==> config.mk <==
export PLATFORM = sky130hd
export DESIGN_NAME = htep_packer_flat
export DESIGN_NICKNAME = d
export VERILOG_FILES = /design/src/design/htep_pkg.sv /design/src/design/htep_byte_if.sv /design/src/design/htep_packer.sv /design/src/flat_wrapper.sv
export VERILOG_INCLUDE_DIRS = /design/src /design/src/design
export SDC_FILE = /design/constraint.sdc
export NUM_CORES = 1
export LEC_CHECK = 0
export BUFFER_PORTS_ARGS = -buffer_cell sky130_fd_sc_hd__buf_2
export CAP_MARGIN = 15
export CORE_MARGIN = 4
export CORE_UTILIZATION = 30
export DETAILED_ROUTE_END_ITERATION = 16
export PLACE_DENSITY = 0.52
export SYNTH_ARGS = -nofsm -noshare
export SYNTH_HDL_FRONTEND = slang
export SYNTH_SLANG_ARGS = --single-unit
==> constraint.sdc <==
create_clock -name clk -period 7 [get_ports clk]
set_input_delay 1.05 -clock clk [delete_from_list [all_inputs] [get_ports clk]]
set_output_delay 1.05 -clock clk [all_outputs]
set_load 0.005 [all_outputs]
==> src/design/huffman_table_encoder_packer_assert.svh <==
// ----------------------------------------------------------------------------
// Assertion macros for the Huffman table encoder and packer
// Concurrent property checks; they compile to nothing under synthesis.
// ----------------------------------------------------------------------------
`ifndef HUFFMAN_TABLE_ENCODER_PACKER_ASSERT_SVH
`define HUFFMAN_TABLE_ENCODER_PACKER_ASSERT_SVH

`ifndef SYNTHESIS
// same-cycle implication
`define HTEP_ASSERT_IMP(label, clk, rst_n, ante, cons) \
	label: assert property (@(posedge clk) disable iff (!(rst_n)) (ante) |-> (cons)) \
		else $error("htep assertion failed");
// next-cycle implication
`define HTEP_ASSERT_NXT(label, clk, rst_n, ante, cons) \
	label: assert property (@(posedge clk) disable iff (!(rst_n)) (ante) |=> (cons)) \
		else $error("htep assertion failed");
`else
`define HTEP_ASSERT_IMP(label, clk, rst_n, ante, cons)
`define HTEP_ASSERT_NXT(label, clk, rst_n, ante, cons)
`endif

`endif

==> src/design/htep_pkg.sv <==
// ----------------------------------------------------------------------------
// htep_pkg
// Shared codes, types and constants of the Huffman encoder and bit packer.
// ----------------------------------------------------------------------------
`timescale 1ns / 1ps
`default_nettype none

package htep_pkg;

	localparam int BYTE_BITS = 8;
	localparam int PEND_W    = BYTE_BITS - 1;
	localparam int CNT_W     = 3;

	typedef enum logic [1:0] {
		REQ_LOAD   = 2'd0,
		REQ_ENCODE = 2'd1,
		REQ_FLUSH  = 2'd2
	} req_code_t;

	typedef enum logic [1:0] {
		ST_IDLE,
		ST_LOOKUP,
		ST_EMIT
	} pack_state_t;

	typedef struct packed {
		logic encode;
		logic flush;
	} pack_cmd_t;

endpackage

`default_nettype wire

==> src/design/htep_byte_if.sv <==
// ----------------------------------------------------------------------------
// htep_byte_if
// Output channel: one packed byte per transfer with a last-of-request flag.
// ----------------------------------------------------------------------------
`timescale 1ns / 1ps
`default_nettype none

interface htep_byte_if;
	logic       valid;
	logic       ready;
	logic [7:0] out_byte;
	logic       is_last;

	modport source (output valid, out_byte, is_last, input ready);
	modport sink   (input valid, out_byte, is_last, output ready);
endinterface

`default_nettype wire

==> src/design/htep_packer.sv <==
// ----------------------------------------------------------------------------
// htep_packer
// Bit accumulator with a shared byte extract shifter under a small sequencer.
// ----------------------------------------------------------------------------
`timescale 1ns / 1ps
`default_nettype none
`include "huffman_table_encoder_packer_assert.svh"

module htep_packer #(
	parameter int MAX_CODE_BITS = 32,
	parameter int LEN_W         = $clog2(MAX_CODE_BITS + 1)
) (
	input  logic                     clk,
	input  logic                     arst_n,
	input  htep_pkg::pack_cmd_t      cmd,
	output logic                     idle,
	input  logic [MAX_CODE_BITS-1:0] rd_word,
	input  logic [LEN_W-1:0]         rd_len,
	htep_byte_if.source              bytes
);
	import htep_pkg::*;

	localparam int ACC_W = MAX_CODE_BITS + PEND_W;
	localparam int TOT_W = $clog2(ACC_W + 1);

	pack_state_t              state_q, state_d;
	logic [ACC_W-1:0]         acc_q;
	logic [TOT_W-1:0]         total_q;
	logic [PEND_W-1:0]        pending_q;
	logic [CNT_W-1:0]         count_q;
	logic                     out_valid_q;
	logic [BYTE_BITS-1:0]     out_byte_q;
	logic                     is_last_q;

	logic [MAX_CODE_BITS-1:0] code_mask;
	logic [ACC_W-1:0]         acc_n;
	logic [TOT_W-1:0]         tot_n;
	logic [ACC_W-1:0]         acc_flush;
	logic [TOT_W-1:0]         rem;
	logic [ACC_W-1:0]         acc_sh;
	logic                     slot_free;
	logic                     load_out;

	function automatic logic [PEND_W-1:0] pend_mask(input logic [CNT_W-1:0] n);
		pend_mask = ~({PEND_W{1'b1}} << n);
	endfunction

	assign code_mask = ~({MAX_CODE_BITS{1'b1}} << rd_len);
	assign acc_n     = (ACC_W'(pending_q) << rd_len) | ACC_W'(rd_word & code_mask);
	assign tot_n     = TOT_W'(count_q) + TOT_W'(rd_len);
	assign acc_flush = ACC_W'(pending_q) << (4'(BYTE_BITS) - {1'b0, count_q});
	assign rem       = total_q - TOT_W'(BYTE_BITS);
	assign acc_sh    = acc_q >> rem;
	assign slot_free = !out_valid_q || bytes.ready;
	assign idle      = (state_q == ST_IDLE);

	always_ff @(posedge clk or negedge arst_n) begin
		if (!arst_n)
			state_q <= ST_IDLE;
		else
			state_q <= state_d;
	end

	always_comb begin
		state_d  = state_q;
		load_out = 1'b0;
		unique case (state_q)
			ST_IDLE: begin
				if (cmd.encode)
					state_d = ST_LOOKUP;
				else if (cmd.flush && count_q != '0)
					state_d = ST_EMIT;
			end
			ST_LOOKUP: begin
				state_d = (tot_n >= TOT_W'(BYTE_BITS)) ? ST_EMIT : ST_IDLE;
			end
			ST_EMIT: begin
				if (slot_free) begin
					load_out = 1'b1;
					if (rem < TOT_W'(BYTE_BITS))
						state_d = ST_IDLE;
				end
			end
			default: state_d = ST_IDLE;
		endcase
	end

	always_ff @(posedge clk) begin
		if (state_q == ST_IDLE && cmd.flush && count_q != '0) begin
			acc_q   <= acc_flush;
			total_q <= TOT_W'(BYTE_BITS);
		end else if (state_q == ST_LOOKUP) begin
			acc_q   <= acc_n;
			total_q <= tot_n;
		end else if (load_out) begin
			total_q <= rem;
		end
	end

	// leftover bits below the emitted bytes become the new partial byte
	always_ff @(posedge clk or negedge arst_n) begin
		if (!arst_n) begin
			pending_q <= '0;
			count_q   <= '0;
		end else if (state_q == ST_LOOKUP && tot_n < TOT_W'(BYTE_BITS)) begin
			pending_q <= acc_n[PEND_W-1:0] & pend_mask(tot_n[CNT_W-1:0]);
			count_q   <= tot_n[CNT_W-1:0];
		end else if (load_out && rem < TOT_W'(BYTE_BITS)) begin
			pending_q <= acc_q[PEND_W-1:0] & pend_mask(rem[CNT_W-1:0]);
			count_q   <= rem[CNT_W-1:0];
		end
	end

	always_ff @(posedge clk or negedge arst_n) begin
		if (!arst_n)
			out_valid_q <= 1'b0;
		else if (load_out)
			out_valid_q <= 1'b1;
		else if (bytes.ready)
			out_valid_q <= 1'b0;
	end

	always_ff @(posedge clk) begin
		if (load_out) begin
			out_byte_q <= acc_sh[BYTE_BITS-1:0];
			is_last_q  <= (rem < TOT_W'(BYTE_BITS));
		end
	end

	assign bytes.valid    = out_valid_q;
	assign bytes.out_byte = out_byte_q;
	assign bytes.is_last  = is_last_q;

	`HTEP_ASSERT_IMP(a_emit_has_byte, clk, arst_n, state_q == ST_EMIT,
		total_q >= TOT_W'(BYTE_BITS))
	`HTEP_ASSERT_NXT(a_encode_looks_up, clk, arst_n, state_q == ST_IDLE && cmd.encode,
		state_q == ST_LOOKUP)
	`HTEP_ASSERT_NXT(a_last_ends_item, clk, arst_n, load_out && rem < TOT_W'(BYTE_BITS),
		state_q == ST_IDLE && out_valid_q && is_last_q)
	`HTEP_ASSERT_NXT(a_empty_flush, clk, arst_n,
		state_q == ST_IDLE && !cmd.encode && cmd.flush && count_q == '0,
		state_q == ST_IDLE && count_q == '0)

endmodule

`default_nettype wire

==> src/flat_wrapper.sv <==
// flat-port wrapper written by rule: the top's interface ports become plain ports
module htep_packer_flat import htep_pkg::*;
#(
	parameter int MAX_CODE_BITS = 32,
	parameter int LEN_W         = $clog2(MAX_CODE_BITS + 1)
)
  (clk, arst_n, cmd, idle, rd_word, rd_len, bytes_valid, bytes_out_byte, bytes_is_last, bytes_ready);
  htep_byte_if bytes_i ();
  input  logic clk;
  input  logic arst_n;
  input  htep_pkg::pack_cmd_t cmd;
  output logic idle;
  input  logic [MAX_CODE_BITS-1:0] rd_word;
  input  logic [LEN_W-1:0] rd_len;
  output wire logic [$bits(bytes_i.valid)-1:0] bytes_valid;
  output wire logic [$bits(bytes_i.out_byte)-1:0] bytes_out_byte;
  output wire logic [$bits(bytes_i.is_last)-1:0] bytes_is_last;
  input wire logic [$bits(bytes_i.ready)-1:0] bytes_ready;
  assign bytes_valid = bytes_i.valid;
  assign bytes_out_byte = bytes_i.out_byte;
  assign bytes_is_last = bytes_i.is_last;
  assign bytes_i.ready = bytes_ready;
  htep_packer #(.MAX_CODE_BITS(MAX_CODE_BITS), .LEN_W(LEN_W)) u_core (.clk(clk), .arst_n(arst_n), .cmd(cmd), .idle(idle), .rd_word(rd_word), .rd_len(rd_len), .bytes(bytes_i));
endmodule
==> qor.log, run 1 <==
qor: timing.worst_slew_pin_slew 0.837 ns
qor: timing.rsz0062_at_grt false
qor: global_routing.grt_pass1_vias 5287
qor: power_and_ir_drop.power.share.combinational 0.564
qor: yosys.synth-edff-count 48
qor: setup_path.crit_required 7.22 ns
qor: hold_path.hold_path_class register to register
qor: global_routing.gr-usage-met2 0.259
qor: setup_path.regToRegStartpoint u_core.total_q[3]$_SDFFE_PP1P_
qor: final_layout.antenna-diode-count 0
qor: place.placedCellCount 951
qor: clock_tree.worstSkewPairLatency 0.34 ns
qor: global_routing.grt_util_met3 0.0275
qor: drt.dr_total_vias 5575
qor: clock_tree.post-cts-setup-buffers 0
qor: global_routing.pin_count_of_the_biggest_net_entering_global_routing 55
qor: setup_path.crit_path_launch u_core.total_q[3]$_SDFFE_PP1P_
qor: floorplan.floorplan.initialDensity 0.309
qor: power_and_ir_drop.sw_frac_of_total 0.448
qor: floorplan.dieWidth 151 um
qor: floorplan.floorplan.io_pins 54
qor: floorplan.chipHeight 151 um
qor: final_layout.layout-drive-gt1-share 0.202
qor: yosys.yosysUniqueCellTypes 71
qor: timing.clock-skew-final 0.00553 ns
qor: drt.post_detailed_route_wirelength_per_cell 20.5 um
qor: setup_path.worstSetupEndpoint u_core.pending_q[6]$_DFFE_PN0P_
qor: global_routing.grt_util_all_layers 0.176
qor: drt.ant_nets 0
qor: timing.total_count_of_hold_check_failures_in_the_final_report 0
qor: drt.drt_iter0_drc 464
qor: timing.fin_crit_sh 0.506
qor: setup_path.crit_arrival 3.76 ns
qor: setup_path.critPathCaptureType register
qor: clock_tree.clock_sinks 67
qor: yosys.post_synth_inst_count 681
qor: final_layout.layout.cells.non_filler 967
qor: place.gpl.final_weighted_congestion 0.908
qor: yosys.netlist_area 0.00612 mm2
qor: global_routing.initial_antenna_violation_count 0
qor: setup_path.worst-setup-path-type register to register
qor: yosys.synth.net_count 731
qor: power_and_ir_drop.leakagePower 2.47 nW
qor: power_and_ir_drop.p_int 1.76 mW
qor: clock_tree.cts-root-buf clkbuf_16
qor: power_and_ir_drop.clkPwrFrac 0.166
qor: power_and_ir_drop.total_switching_power 1.43 mW
qor: clock_tree.maximum_buffer_depth_of_the_clock_tree 2
qor: drt.vias_per_cell 5.77
qor: yosys.synth_flop_cell edfxtp_1
qor: clock_tree.htree_num_levels 3
qor: place.buffer_ports.inserted 53
qor: global_routing.grt_util_met1 0.263
qor: yosys.async_reset_ff_frac 0.194
qor: clock_tree.post_cts_hold_buffer_count 0
qor: drt.final_routed_drc_violation_total 0
qor: setup_path.reg2reg_setup_slack 3.46 ns
qor: power_and_ir_drop.vdd_ir_drop_max 0.162 mV
qor: power_and_ir_drop.power.density_cell_area 465 mW/mm2
qor: setup_path.cp-start-kind register
qor: flow_run.count_of_max_cap_constraint_violations 0
qor: setup_path.worst_r2r_path_depth 8
qor: setup_path.critical_path.reg2reg.endpoint u_core.pending_q[6]$_DFFE_PN0P_
qor: outcome.outcome complete, no violations
qor: yosys.avgSynthCellArea 8.99 um2
qor: global_routing.gr-total-overflow 0
qor: power_and_ir_drop.power_frac_seq 0.270
qor: floorplan.placement_rows 51
qor: final_layout.final_net_count 747
qor: timing.max_freq 283 MHz
qor: timing.timing.slew.headroom 0.440
qor: clock_tree.cts_buffers 9
qor: clock_tree.tritoncts done
qor: yosys.yosys_register_bits 67
qor: timing.setup-tns-final 0 ns
qor: clock_tree.cts.clk_slew.worst_paths 0.06 ns
qor: timing.timing.final.setup_violations 0
qor: timing.report.final.slew_viol_count 0
qor: setup_path.maximum_fanout_along_the_worst_path 22
qor: final_layout.layout-area-overhead-vs-synth 12.1%
qor: timing.timing.final.crit_period 3.54 ns
qor: global_routing.wire_length_of_the_first_global_routing_pass 31000 um
qor: floorplan.core_area 0.0198 mm2
qor: global_routing.top_usage_layer met1
qor: floorplan.die-area 0.0227 mm2
qor: drt.routed_wirelength 19800 um
qor: yosys.synth_warnings 0
qor: drt.drt_first_pass_iters 5
qor: yosys.synth_sequential_area_ratio 0.308
qor: place.dp_hpwl 15000 um
qor: clock_tree.post_cts_resize_count 0
==> metal layers <==
layer  vias to the layer above  part of all wire
li1                       2594                 -
met1                      2655              0.47
met2                       289              0.43
met3                        37             0.073
met4                         0             0.029
met5                         -                 0
==> sequential cells by signal (all words and copies together) (netlist names) <==
register,flops
u_core.count_q,3
u_core.pending_q,7
u_core.bytes.valid,1
u_core.bytes.out_byte,8
u_core.bytes.is_last,1
u_core.acc_q,39
u_core.state_q,2
u_core.total_q,6
==> synthesized netlist by cell type (13+ instances only) <==
cell type,instances,area share
nand2_1,98,0.060
mux2i_1,56,0.092
o21ai_0,51,0.042
edfxtp_1,48,0.24
a21oi_1,46,0.038
nor2_1,45,0.028
nand3_1,33,0.027
mux4_2,28,0.10
mux2_2,27,0.050
clkbuf_1,25,0.015
buf_2,14,0.011
inv_1,14,0.0086
dfrtp_1,13,0.053
==> cell families (layout without fill, tap and decap cells) <==
kind of cell / after synthesis / count (layout) / synth area share
and+or+nand+nor: 242 / 242 / 0.187
buffers and inverters: 73 / 94 / 0.0556
muxes: 111 / 111 / 0.244
xor gates and xnor gates: 8 / 8 / 0.0114
DFF: 67 / 67 / 0.308
adders and majority gates: 7 / 7 / 0.0155
AOI/OAI and AO/OA: 173 / 173 / 0.178
==> power groups by stage <==
| stage | logic (mW) | clock network [mW] | registers [mW] |
|---|---|---|---|
| after detailed placement | 1.77 | 0 | 0.863 |
| after CTS | 1.78 | 0.538 | 0.857 |
| final | 1.80 | 0.530 | 0.860 |
| after global routing | 1.97 | 0.557 | 0.886 |
| after floorplan | 1.38 | 0 | 0.771 |
| after global placement | 1.78 | 0 | 0.859 |
==> worst max-delay path, stage by stage (launching register included) <==
cell and delay (ns):
dfxtp_1 0.30, buf_4 0.27, clkinv_1 0.50, ha_1 0.72, nand2_1 0.22, or4b_1 0.87
nand2_1 0.16, o21ai_0 0.09, mux2_2 0.28
==> final cells by class <==
class	instances	area [um2]
fillers	2063	12900
multi-input cells	541	3900
flip-flops and latches	67	1890
well taps	265	332
repair buffers	61	325
clock buffers	9	225
clock inverters	7	125
inverters	17	63.8
==> stage by stage <==
stage                     area [um2]  utilization  total power, mW  hold slack [ns]  worst slack, ns
after floorplan                 6120            -             2.15            0.472             3.96
after global placement          6510        0.329             2.64            0.508             3.50
after detailed placement        6510        0.329             2.64            0.506             3.45
after CTS                       6860        0.347             3.18            0.519             3.48
after global routing            6860        0.347             3.41            0.573             3.13
final                           6860        0.347             3.19            0.514             3.46
==> placed cells by master (no fill, tap or decap), drive strengths merged, types with 13 or more instances in the layout <==
cell type and n:
dfrtp 13, a21oi 46, inv 16, nand3 33
mux2i 56, o21ai 52, nor2 45, edfxtp 48
mux4 28, nor3 14, mux2 27, nand2 98
buf 61
==> worst min-delay path by stage <==
stage	startpoint	to	slack (ns)	depth (start not counted)
after detailed placement	u_core.total_q[4]$_SDFFE_PP0P_	u_core.total_q[4]$_SDFFE_PP0P_	0.51	2
after floorplan	u_core.total_q[4]$_SDFFE_PP0P_	u_core.total_q[4]$_SDFFE_PP0P_	0.47	2
after global placement	u_core.total_q[4]$_SDFFE_PP0P_	u_core.total_q[4]$_SDFFE_PP0P_	0.51	2
after global routing	u_core.total_q[4]$_SDFFE_PP0P_	u_core.total_q[4]$_SDFFE_PP0P_	0.57	2
after CTS	u_core.total_q[4]$_SDFFE_PP0P_	u_core.total_q[4]$_SDFFE_PP0P_	0.52	2
final	u_core.total_q[4]$_SDFFE_PP0P_	u_core.total_q[4]$_SDFFE_PP0P_	0.51	2
Note: power is estimated with default switching activity, not from simulation.
==> run 2: changes to the inputs <==
ABC_AREA = 1   (was default)
clock period = 3.47 ns   (was 7 ns; I/O delays follow)
==> qor.log, run 2 <==
qor: timing.worst_slew_pin_slew 0.626 ns
qor: yosys.ys_top_cells_by_count nand2_1 (349), nand3_1 (129), o21ai_0 (85)
qor: place.gpl.final_weighted_congestion 1.00
qor: drt.vias_per_cell 5.16
qor: yosys.avgSynthCellArea 6.24 um2
qor: global_routing.initial_antenna_violation_count 0
qor: timing.timing.slew.headroom 0.582
qor: timing.fin_ws 1.00 ns
qor: power_and_ir_drop.total_switching_power 3.38 mW
qor: timing.fin_crit_sh 0.712
qor: setup_path.maximum_fanout_along_the_worst_path 28
qor: final_layout.layout.cells.non_filler 1241
qor: power_and_ir_drop.sw_frac_of_total 0.529
qor: outcome.outcome complete, no violations
qor: final_layout.design_area 0.00661 mm2
qor: global_routing.gr-total-overflow 0
qor: timing.clock-skew-final 0.00728 ns
qor: power_and_ir_drop.power.density_cell_area 968 mW/mm2
qor: setup_path.critPathCaptureType register
qor: drt.routed_wirelength 21400 um
qor: yosys.netlist.area_leader.share 0.246
qor: final_layout.final_net_count 1026
qor: floorplan.die-area 0.0218 mm2
qor: final_layout.top_register_by_number_of_flip_flops u_core.acc_q
qor: yosys.async_reset_ff_frac 0.194
qor: final_layout.antenna-diode-count 0
qor: power_and_ir_drop.vdd_ir_drop_max 0.314 mV
qor: yosys.yosys_register_bits 67
qor: timing.timing.final.crit_period 2.47 ns
qor: timing.total_count_of_hold_check_failures_in_the_final_report 0
qor: final_layout.layout.cells.most_common_list nand2_1 (349), nand3_1 (129), o21ai_0 (85)
qor: yosys.synth_flop_cell edfxtp_1
qor: drt.dr_total_vias 6404
qor: place.buffer_ports.inserted 53
qor: timing.report.final.slew_viol_count 0
qor: power_and_ir_drop.clkPwrFrac 0.130
qor: yosys.library_cell_occupying_the_most_area_in_the_post_synthesis_netlist edfxtp_1
qor: yosys.synth_warnings 0
qor: yosys.netlist_area 0.00586 mm2
qor: yosys.post_synth_inst_count 940
qor: timing.timing.final.setup_violations 0
qor: power_and_ir_drop.power_frac_seq 0.250
qor: final_layout.layout-area-overhead-vs-synth 12.8%
qor: timing.max_freq 405 MHz
qor: clock_tree.cts-root-buf clkbuf_16
qor: drt.ant_nets 0
qor: yosys.yosys-top-cells-area edfxtp_1 (25%), nand2_1 (22%), nand3_1 (11%), o21ai_0 (7.3%), dfrtp_1 (5.5%)
qor: clock_tree.post-cts-setup-buffers 0
qor: setup_path.crit_arrival 2.53 ns
qor: final_layout.largest_register_ffs 39
qor: floorplan.floorplan.io_pins 54
qor: floorplan.floorplan.initialDensity 0.309
qor: floorplan.placement_rows 50
qor: global_routing.grt_util_all_layers 0.195
qor: floorplan.chipHeight 148 um
qor: place.area_after_dpl 0.00634 mm2
qor: clock_tree.cts.clk_slew.worst_paths 0.06 ns
qor: drt.post_detailed_route_wirelength_per_cell 17.3 um
qor: global_routing.grt_pass1_vias 6050
qor: final_layout.final_common_cell nand2_1
qor: place.placement.setup.worst_slack 0.774 ns
qor: clock_tree.tritoncts done
qor: yosys.yosysMostFrequentCell nand2_1
qor: clock_tree.clock_sinks 67
qor: yosys.synth.net_count 990
qor: drt.drt_iter0_drc 656
qor: floorplan.dieWidth 148 um
qor: place.dp_hpwl 17000 um
qor: timing.setup-tns-final 0 ns
qor: timing.rsz0062_at_grt false
qor: clock_tree.cts_buffers 9
qor: setup_path.crit_required 3.53 ns
qor: clock_tree.htree_num_levels 3
qor: flow_run.count_of_max_cap_constraint_violations 0
qor: power_and_ir_drop.p_int 3.02 mW
qor: clock_tree.worstSkewPairLatency 0.34 ns
qor: yosys.synth-edff-count 48
qor: drt.drt_first_pass_iters 5
qor: setup_path.cp-start-kind register
qor: power_and_ir_drop.power.share.combinational 0.620
qor: hold_path.hold_path_class input pin to async pin
qor: drt.final_routed_drc_violation_total 0
qor: power_and_ir_drop.leakagePower 3.05 nW
qor: final_layout.layout-drive-gt1-share 0.102
qor: yosys.synth_sequential_area_ratio 0.322
qor: place.placedCellCount 1225
qor: global_routing.pin_count_of_the_biggest_net_entering_global_routing 41
qor: setup_path.worst-setup-path-type register to register
qor: yosys.yosysUniqueCellTypes 46
qor: clock_tree.maximum_buffer_depth_of_the_clock_tree 2
qor: global_routing.wire_length_of_the_first_global_routing_pass 33300 um
qor: clock_tree.post_cts_hold_buffer_count 0
qor: clock_tree.post_cts_resize_count 0
qor: timing.fin_worst_hold_slack 0.0649 ns
qor: floorplan.core_area 0.0190 mm2
[run 2: cell count changes after synthesis, sizes merged, moves of 9 or more]
cell    before  now
clkbuf      25   13
mux2        27    0
inv         15   72
nand3       33  130
o21ai       52   89
mux2i       56    2
nand2       98  350
nor2        45   77
nor2b        9    0
mux4        28    0
[run 2: power by group through the flow]
stage               sequential (mW)  clock [mW]  combinational [mW]
global route                   1.64       0.888                4.46
floorplan                      1.53           0                2.84
global placement               1.62           0                3.95
CTS                            1.61       0.848                3.92
detailed placement             1.62           0                3.90
finish                         1.60       0.832                3.97
[run 2: cell type report]
cell class                      count  area (um2)
Inverter                           76         285
Timing Repair Buffer               66         375
Clock inverter                      7        45.0
Sequential cell                    67        1890
Multi-Input combinational cell    756        3470
Fill cell                        2133       12300
Tap cell                          260         325
Clock buffer                        9         225
[run 2: logic make-up (layout without fill, tap and decap cells)]
kind of cell,count (synthesis),after routing,synth area share
adders and majority gates,7,7,0.0162
buffers and inverters,117,158,0.0860
and+or+nand+nor,574,574,0.408
xor gates and xnor gates,2,2,0.00299
DFF,67,67,0.322
AOI/OAI and AO/OA,171,171,0.162
muxes,2,2,0.00342
[run 2: through the flow]
stage           util  power (mW)
6_report       0.349        6.40
5_1_grt        0.349        6.98
2_1_floorplan      -        4.37
3_5_place_dp   0.335        5.52
4_1_cts        0.349        6.38
3_3_place_gp   0.335        5.57
[run 2: worst paths after layout]
check | from | endpoint | slack (ns) | cells after the start
worst max-delay path | u_core.count_q[1]$_DFFE_PN0P_ | u_core.acc_q[8]$_DFFE_PP_ | 1.0 | 11
worst min-delay path | arst_n | u_core.bytes.valid$_DFFE_PN0P_ | 0.06 | 1
worst max register to register | u_core.count_q[1]$_DFFE_PN0P_ | u_core.acc_q[8]$_DFFE_PP_ | 1.0 | 11
worst min register to register | u_core.total_q[5]$_SDFFE_PP0P_ | u_core.total_q[5]$_SDFFE_PP0P_ | 0.50 | 2
max in group asynchronous | arst_n | u_core.pending_q[6]$_DFFE_PN0P_ | 3.17 | 1
min in group clk | cmd[1] | u_core.state_q[0]$_DFFE_PN0P_ | 0.40 | 3
[run 2: worst max-delay path, cell delays in order, from the launching register on]
cell and delay (ns):
dfrtp_1 0.43, inv_1 0.13, ha_1 0.20, ha_1 0.22, inv_1 0.06, nand2_1 0.08, nor2_4 0.27, inv_2 0.28
nand2_1 0.13, o22ai_1 0.09, a21oi_1 0.17, o21ai_0 0.12
[run 2: per-layer routing]
metal | part of all wire | GRT usage | wire, um | vias to the layer above
li1 | - | - | - | 3209
met1 | 0.45 | 0.271 | 9600 | 2883
met2 | 0.46 | 0.310 | 9820 | 269
met3 | 0.063 | 0.0313 | 1350 | 43
met4 | 0.030 | 0.0680 | 633 | 0
met5 | 0 | 0 | 0 | -
